==> src/hw/rtl/hbwc_pkg.sv <==
// Package: beat types, opcodes and field widths of the hourly bucket window counter.
package hbwc_pkg;

  localparam int unsigned OpcodeW = 3;
  localparam int unsigned ValueW  = 64;
  localparam int unsigned IndexW  = 5;
  localparam int unsigned MinuteW = 6;

  typedef enum logic [OpcodeW-1:0] {
    OpAdd      = 3'd0,
    OpTick     = 3'd1,
    OpSetTotal = 3'd2,
    OpReset    = 3'd3,
    OpRead     = 3'd4
  } op_e;

  typedef struct packed {
    logic [OpcodeW-1:0] opcode;
    logic [ValueW-1:0]  value;
    logic [IndexW-1:0]  bucket_index;
  } in_beat_t;

  typedef struct packed {
    logic [ValueW-1:0]  window_sum;
    logic [ValueW-1:0]  grand_total;
    logic [MinuteW-1:0] minutes_in_hour;
    logic [ValueW-1:0]  bucket_value;
  } out_beat_t;

endpackage

==> src/hw/rtl/hbwc_state.sv <==
// State and update logic: hourly buckets, window sum, grand total, minute counter.
module hbwc_state #(
  parameter int unsigned NUM_BUCKETS        = 24,
  parameter int unsigned MINUTES_PER_BUCKET = 60
) (
  input  logic                clk_i,
  input  logic                rst_ni,
  input  logic                accept_i,
  input  hbwc_pkg::in_beat_t  beat_i,
  output hbwc_pkg::out_beat_t result_o
);

  localparam int unsigned IdxW = $clog2(NUM_BUCKETS);
  localparam int unsigned MinW = $clog2(MINUTES_PER_BUCKET);
  localparam int unsigned VW   = hbwc_pkg::ValueW;
  localparam logic [MinW-1:0] MinLast = MinW'(MINUTES_PER_BUCKET - 1);

  logic [VW-1:0]   buckets_q [NUM_BUCKETS];
  logic [VW-1:0]   buckets_d [NUM_BUCKETS];
  logic [VW-1:0]   window_q, window_d;
  logic [VW-1:0]   total_q, total_d;
  logic [MinW-1:0] minute_q, minute_d;

  hbwc_pkg::op_e             op;
  logic                      rollover;
  logic                      in_range;
  logic [IdxW+hbwc_pkg::IndexW-1:0] idx_ext;
  logic [IdxW-1:0]           idx;
  logic [MinW+hbwc_pkg::MinuteW-1:0] minute_ext;

  assign op       = hbwc_pkg::op_e'(beat_i.opcode);
  assign rollover = (minute_q == MinLast);

  always_comb begin
    buckets_d = buckets_q;
    window_d  = window_q;
    total_d   = total_q;
    minute_d  = minute_q;
    unique case (op)
      hbwc_pkg::OpAdd: begin
        buckets_d[0] = buckets_q[0] + beat_i.value;
        window_d     = window_q + beat_i.value;
        total_d      = total_q + beat_i.value;
      end
      hbwc_pkg::OpTick: begin
        if (rollover) begin
          // New hour: drop the oldest bucket and shift the rest
          minute_d = '0;
          window_d = window_q - buckets_q[NUM_BUCKETS-1];
          for (int k = NUM_BUCKETS - 1; k > 0; k--) begin
            buckets_d[k] = buckets_q[k-1];
          end
          buckets_d[0] = '0;
        end else begin
          minute_d = minute_q + 1'b1;
        end
      end
      hbwc_pkg::OpSetTotal: begin
        total_d = beat_i.value;
      end
      hbwc_pkg::OpReset: begin
        for (int k = 0; k < NUM_BUCKETS; k++) begin
          buckets_d[k] = '0;
        end
        window_d = '0;
        total_d  = '0;
        minute_d = '0;
      end
      hbwc_pkg::OpRead: begin
      end
      default: begin
      end
    endcase
  end

  always_ff @(posedge clk_i or negedge rst_ni) begin
    if (!rst_ni) begin
      for (int k = 0; k < NUM_BUCKETS; k++) begin
        buckets_q[k] <= '0;
      end
      window_q <= '0;
      total_q  <= '0;
      minute_q <= '0;
    end else if (accept_i) begin
      buckets_q <= buckets_d;
      window_q  <= window_d;
      total_q   <= total_d;
      minute_q  <= minute_d;
    end
  end

  // Report the state after this beat has taken effect
  assign in_range   = 32'(beat_i.bucket_index) < 32'(NUM_BUCKETS);
  assign idx_ext    = (IdxW + hbwc_pkg::IndexW)'(beat_i.bucket_index);
  assign idx        = idx_ext[IdxW-1:0];
  assign minute_ext = (MinW + hbwc_pkg::MinuteW)'(minute_d);

  assign result_o.window_sum      = window_d;
  assign result_o.grand_total     = total_d;
  assign result_o.minutes_in_hour = minute_ext[hbwc_pkg::MinuteW-1:0];
  assign result_o.bucket_value    = in_range ? buckets_d[idx] : '0;

`ifndef SYNTH
  a_minute_range: assert property (@(posedge clk_i) disable iff (!rst_ni)
    32'(minute_q) < 32'(MINUTES_PER_BUCKET))
    else $error("minute counter out of range");

  a_reset_clears: assert property (@(posedge clk_i) disable iff (!rst_ni)
    accept_i && (op == hbwc_pkg::OpReset)
      |=> (window_q == '0) && (total_q == '0) && (minute_q == '0))
    else $error("reset-all beat left state behind");

  a_add_total: assert property (@(posedge clk_i) disable iff (!rst_ni)
    accept_i && (op == hbwc_pkg::OpAdd)
      |=> total_q == $past(total_q) + $past(beat_i.value))
    else $error("grand total missed an add");

  a_idle_holds: assert property (@(posedge clk_i) disable iff (!rst_ni)
    !accept_i |=> $stable(window_q) && $stable(total_q) && $stable(minute_q))
    else $error("state moved without an accepted beat");
`endif

endmodule

==> config.mk <==
export PLATFORM = sky130hd
export DESIGN_NAME = hbwc_state
export DESIGN_NICKNAME = d
export VERILOG_FILES = /design/src/hw/rtl/hbwc_pkg.sv /design/src/hw/rtl/hbwc_state.sv
export SDC_FILE = /design/constraint.sdc
export NUM_CORES = 2
export LEC_CHECK = 0
export BUFFER_PORTS_ARGS = -buffer_cell sky130_fd_sc_hd__buf_2
export CORE_MARGIN = 4
export CORE_UTILIZATION = 35
export CTS_CLUSTER_SIZE = 30
export DETAILED_ROUTE_END_ITERATION = 8
export GPL_ROUTABILITY_DRIVEN = 1
export MAX_ROUTING_LAYER = met4
export SLEW_MARGIN = 20
export SYNTH_ARGS = -nofsm -noshare
export SYNTH_HDL_FRONTEND = slang
export SYNTH_SLANG_ARGS = --single-unit
==> constraint.sdc <==
create_clock -name clk_i -period 6.5 [get_ports clk_i]
set_input_delay 1.3 -clock clk_i [delete_from_list [all_inputs] [get_ports clk_i]]
set_output_delay 1.3 -clock clk_i [all_outputs]
set_load 0.01 [all_outputs]
==> summary.md <==
| Metric | Value |
|---|---|
| Outcome | complete, but fails checks |
| Failing checks | design-rule violations |
| Mapped Area | 93200 um2 |
| Area growth, synth to finish | 14.5% |
| Final hold slack | 0.382 ns |
| Total grt overflow | 0 |
| Sequential Power Share | a little over a third |
| H-tree depth | 4 |
| Worst path most repeated cell | buf_4 |
| EDFF count, synth | 0 |
| Clock Skews | between 0.07 and 0.08 ns |
| Bufs on Longest Clock Path | 4 |
| Worst r2r dst | window_q[40]$_DFFE_PN0P_ |
| Die area | around 270000 um2 |
| Switch Pwr | ~0.011 W |
| Gate power share | approximately 29% |
| Switching share of power | 34.7% |
| Finished Layout Cells | roughly 12000 |
| Post-Synthesis Cells | 8759 |
| Core Footprint | 265000 um2 |
| Clock Latency Late Sink | 0.90 ns |
| CP Cell Sequence | buf_2 -> ha_1 -> buf_4 -> and3_1 -> and2_1 -> a221oi_2 -> buf_4 -> nand3_2 -> a21oi_4 -> o31a_1 -> xnor2_1 -> a22oi_1 -> a2111oi_1 -> buf_4 -> a211oi_1 -> a211oi_1 -> buf_2 |
| Worst path arrival time | 5.15 ns |
| Slew margin rel. | between 20 and 25% |
| Synthesized flop and latch total | approximately 1700 |
| PwrDens | slightly below 300 nW/um2 |
| Top FF cell, synth | dfrtp_1 |
| Syn nets | 9091 |
| Routed wire length | about 370000 um |
| First-pass GRT wire length | between 500000 and 600000 um |
| Met1 Use GR | 37.8% |
| Vias per cell | between 6 and 7 |
| # IOs | 273 |
| # fillers | 25400 |
| Final Hold Fails | 0 |
| CTS buffer count | between 150 and 200 |
| Met3 Use GR | 4.67% |
| CTS clk-pin slew, worst paths | ~0.06 ns |
| Hold Buf Count CTS | 0 |
| Die X | about 520 um |
| Yosys warns | 0 |
| Worst path slowest cell | a2111oi_1 |
| Initial Util | between 30% and 40% |
| HPWL after detailed placement | roughly 250000 um |
| Number of I/O port buffers | around 270 |
| Avg WL per Cell | a little under 30 um |
| Leak Pwr | 46.8 nW |
| ANT nets after route | 0 |
| Worst Path Class, Setup | in -> out |
| Share of cells above drive strength 1 | between 10% and 20% |
| Synth unique cells | ~100 |
| GRT busiest layer | met2 |
| Crit-path leading delay family | compound AO/OA/AOI/OAI gates |
| Final Critical Period | around 6.5 ns |
| Syn_area_per_cell | roughly 11 um2 |
| Placed Area | 100000 um2 |
| Die height | roughly 520 um |
| R2r setup slk | between 2 and 2.5 ns |
| Unrepaired setup endpoints after global routing | true |
| Sequential fraction of the synthesis area | ~45% |
| Setup crit start kind | primary input |
| Placed insts | roughly 12000 |
| Hold crit path type | in -> async |
| Starting DRT DRC Count | roughly 13000 |
| Vias | 83600 |
| All-Layer GR Usage | 26.5% |
| Pint | 0.0203 W |
| Ys async rst share | 100% |
| Number of global-route vias before repair | approximately 80000 |
| # setup viols final | 0 |
| Initial antenna violation count | 24 |
| Row cnt | around 190 |
| CTS tree | built |
| Clock root buffer master | clkbuf_16 |
| Register Area | 41800 um2 |
| Worst r2r path cells | 15 |
| Setup crit end kind | primary output |
| Critical Path RT | approximately 5.2 ns |
| Slew @ Worst Pin | approximately 1.2 ns |
| FMAX | between 0.15 and 0.2 GHz |
| Footprint of the multi-input gates | between 40000 and 50000 um2 |
| Fin crit share | slightly below 100% |
| Worst r2r src | buckets_q[0]$_DFFE_PN0P_ |
| Crit path buf inv count | 5 |
| Met2 Use GR | approximately two fifths |
| Nets | slightly above 9000 |
| Final instance area | about 110000 um2 |
| VDD IR-drop max | approximately 190 uV |
| DRC viols | ~100 |
| Sinks on Clock Net | 1670 |
| Placer congestion estimate | between 0.9 and 1 |
| Largest net degree at the start of global routing | approximately 190 |
| DRT Pass-1 Iters | 9 |
| Final-report max-slew violation count | 0 |
| CP max FO | 4 |
| Max incr delay on CP | 0.50 ns |
| Clock network power share | 34.9% |
| Max Cap Violations | 0 |
==> worst max-delay path by stage <==
stage,start,endpoint,slack (ns),cells past startpoint
4_1_cts,beat_i[6],result_o[59],0.001,19
6_report,beat_i[15],result_o[38],0.05,17
2_1_floorplan,beat_i[6],result_o[51],0.95,13
5_1_grt,beat_i[5],result_o[196],-0.03,17
3_3_place_gp,beat_i[6],result_o[62],-0.31,19
3_5_place_dp,beat_i[6],result_o[62],-0.37,19
==> power by group through the flow <==
stage	logic, W	clock network (W)	registers [W]
after detailed placement	0.00860	0	0.0115
after global placement	0.00862	0	0.0115
after global routing	0.00963	0.0115	0.0113
final	0.00896	0.0109	0.0113
after CTS	0.00874	0.0111	0.0113
after floorplan	0.00544	0	0.0112
==> Yosys cell counts, types with 27 or more instances <==
| master | instances | area [um2] |
|---|---|---|
| dfrtp_1 | 1670 | 41800 |
| a22o_1 | 1507 | 13200 |
| clkbuf_1 | 683 | 2560 |
| a222oi_1 | 549 | 5500 |
| a21oi_1 | 454 | 2270 |
| nand2_1 | 441 | 1660 |
| a221oi_1 | 358 | 3140 |
| nor2_1 | 352 | 1320 |
| o21ai_0 | 275 | 1380 |
| ha_1 | 253 | 3170 |
| a21o_1 | 199 | 1490 |
| buf_2 | 157 | 786 |
| inv_1 | 157 | 589 |
| xnor2_1 | 148 | 1300 |
| nor3_1 | 133 | 666 |
| mux4_2 | 103 | 2320 |
| buf_1 | 79 | 297 |
| xor2_1 | 77 | 674 |
| a22oi_1 | 71 | 533 |
| nand4_1 | 65 | 407 |
| mux2_2 | 64 | 721 |
| or3_1 | 64 | 400 |
| o21bai_1 | 59 | 443 |
| mux2i_1 | 55 | 551 |
| a221o_1 | 54 | 541 |
| a31oi_1 | 52 | 325 |
| nand3_1 | 50 | 250 |
| o21a_1 | 42 | 315 |
| a211oi_1 | 40 | 300 |
| o21ai_1 | 39 | 195 |
| o22ai_1 | 38 | 238 |
| o211ai_1 | 37 | 278 |
| and3_1 | 31 | 194 |
| o31ai_1 | 31 | 233 |
| nand2b_1 | 27 | 169 |
==> per-stage QoR <==
stage,worst slack [ns],TNS [ns],total power [W],utilization [%]
after floorplan,0.947,0,0.0166,-
after global placement,-0.312,-1.31,0.0201,37.7
after detailed placement,-0.370,-1.66,0.0201,37.7
after CTS,0.00109,0,0.0311,40.1
after global routing,-0.0292,-0.169,0.0324,40.2
final,0.0487,0,0.0312,40.2
==> registers in the layout, summed over array words and instances (netlist names) <==
name	flops
window_q	64
total_q	64
buckets_q	1536
minute_q	6
==> cells in the final DEF (no fill, tap or decap), types with 26 or more instances in the layout <==
master	instances
a221oi_1	357
ha_1	250
xor2_1	77
a22o_1	1507
nor3_1	131
o22ai_1	37
and3_1	31
a21o_1	198
a222oi_1	549
clkbuf_8	39
o21a_1	41
dfrtp_1	1667
nand2b_1	26
a22oi_1	69
clkinv_2	37
nand4_1	65
o21bai_1	59
buf_2	265
o21ai_1	41
a221o_1	54
buf_12	89
inv_1	153
xnor2_1	144
or3_1	63
o211ai_1	37
a21oi_1	450
clkbuf_16	193
o21ai_0	271
mux2_2	63
o31ai_1	27
nand2_1	437
a31oi_1	50
mux4_2	103
a211oi_1	37
clkbuf_1	34
mux2i_1	52
nand3_1	48
buf_4	380
nor2_1	347
==> layout make-up <==
type,count,share of cell area [%]
timing repair buffer,741,5.67
clock buffer,265,5.14
tap,3533,4.14
multi-input combinational,6007,44.6
clock inverter,62,0.600
antenna,17,0.0399
inverter,162,0.595
sequential,1670,39.2
==> metal layers <==
layer | share of wire [%] | up-vias
met2 | 44 | 4351
met3 | 8.7 | 600
li1 | - | 35500
met1 | 44 | 43200
met5 | 0 | -
met4 | 3.5 | 0
==> logic make-up after synthesis <==
logic type,count (synthesis),share of synthesized area (%)
compound gates,4024,34.9
flops,1670,44.8
simple gates,1279,6.28
buf+inv,1082,4.57
fa+ha+maj,257,3.48
xor+xnor,225,2.11
mux,222,3.85
==> repair_timing <==
action                                  4_1_cts  5_1_grt
setup buffers                                 4       12
pin swaps                                     7       24
gates resized for setup                      25       54
endpoints found under the setup margin       29       47
Power figures use the tool's default switching activity.
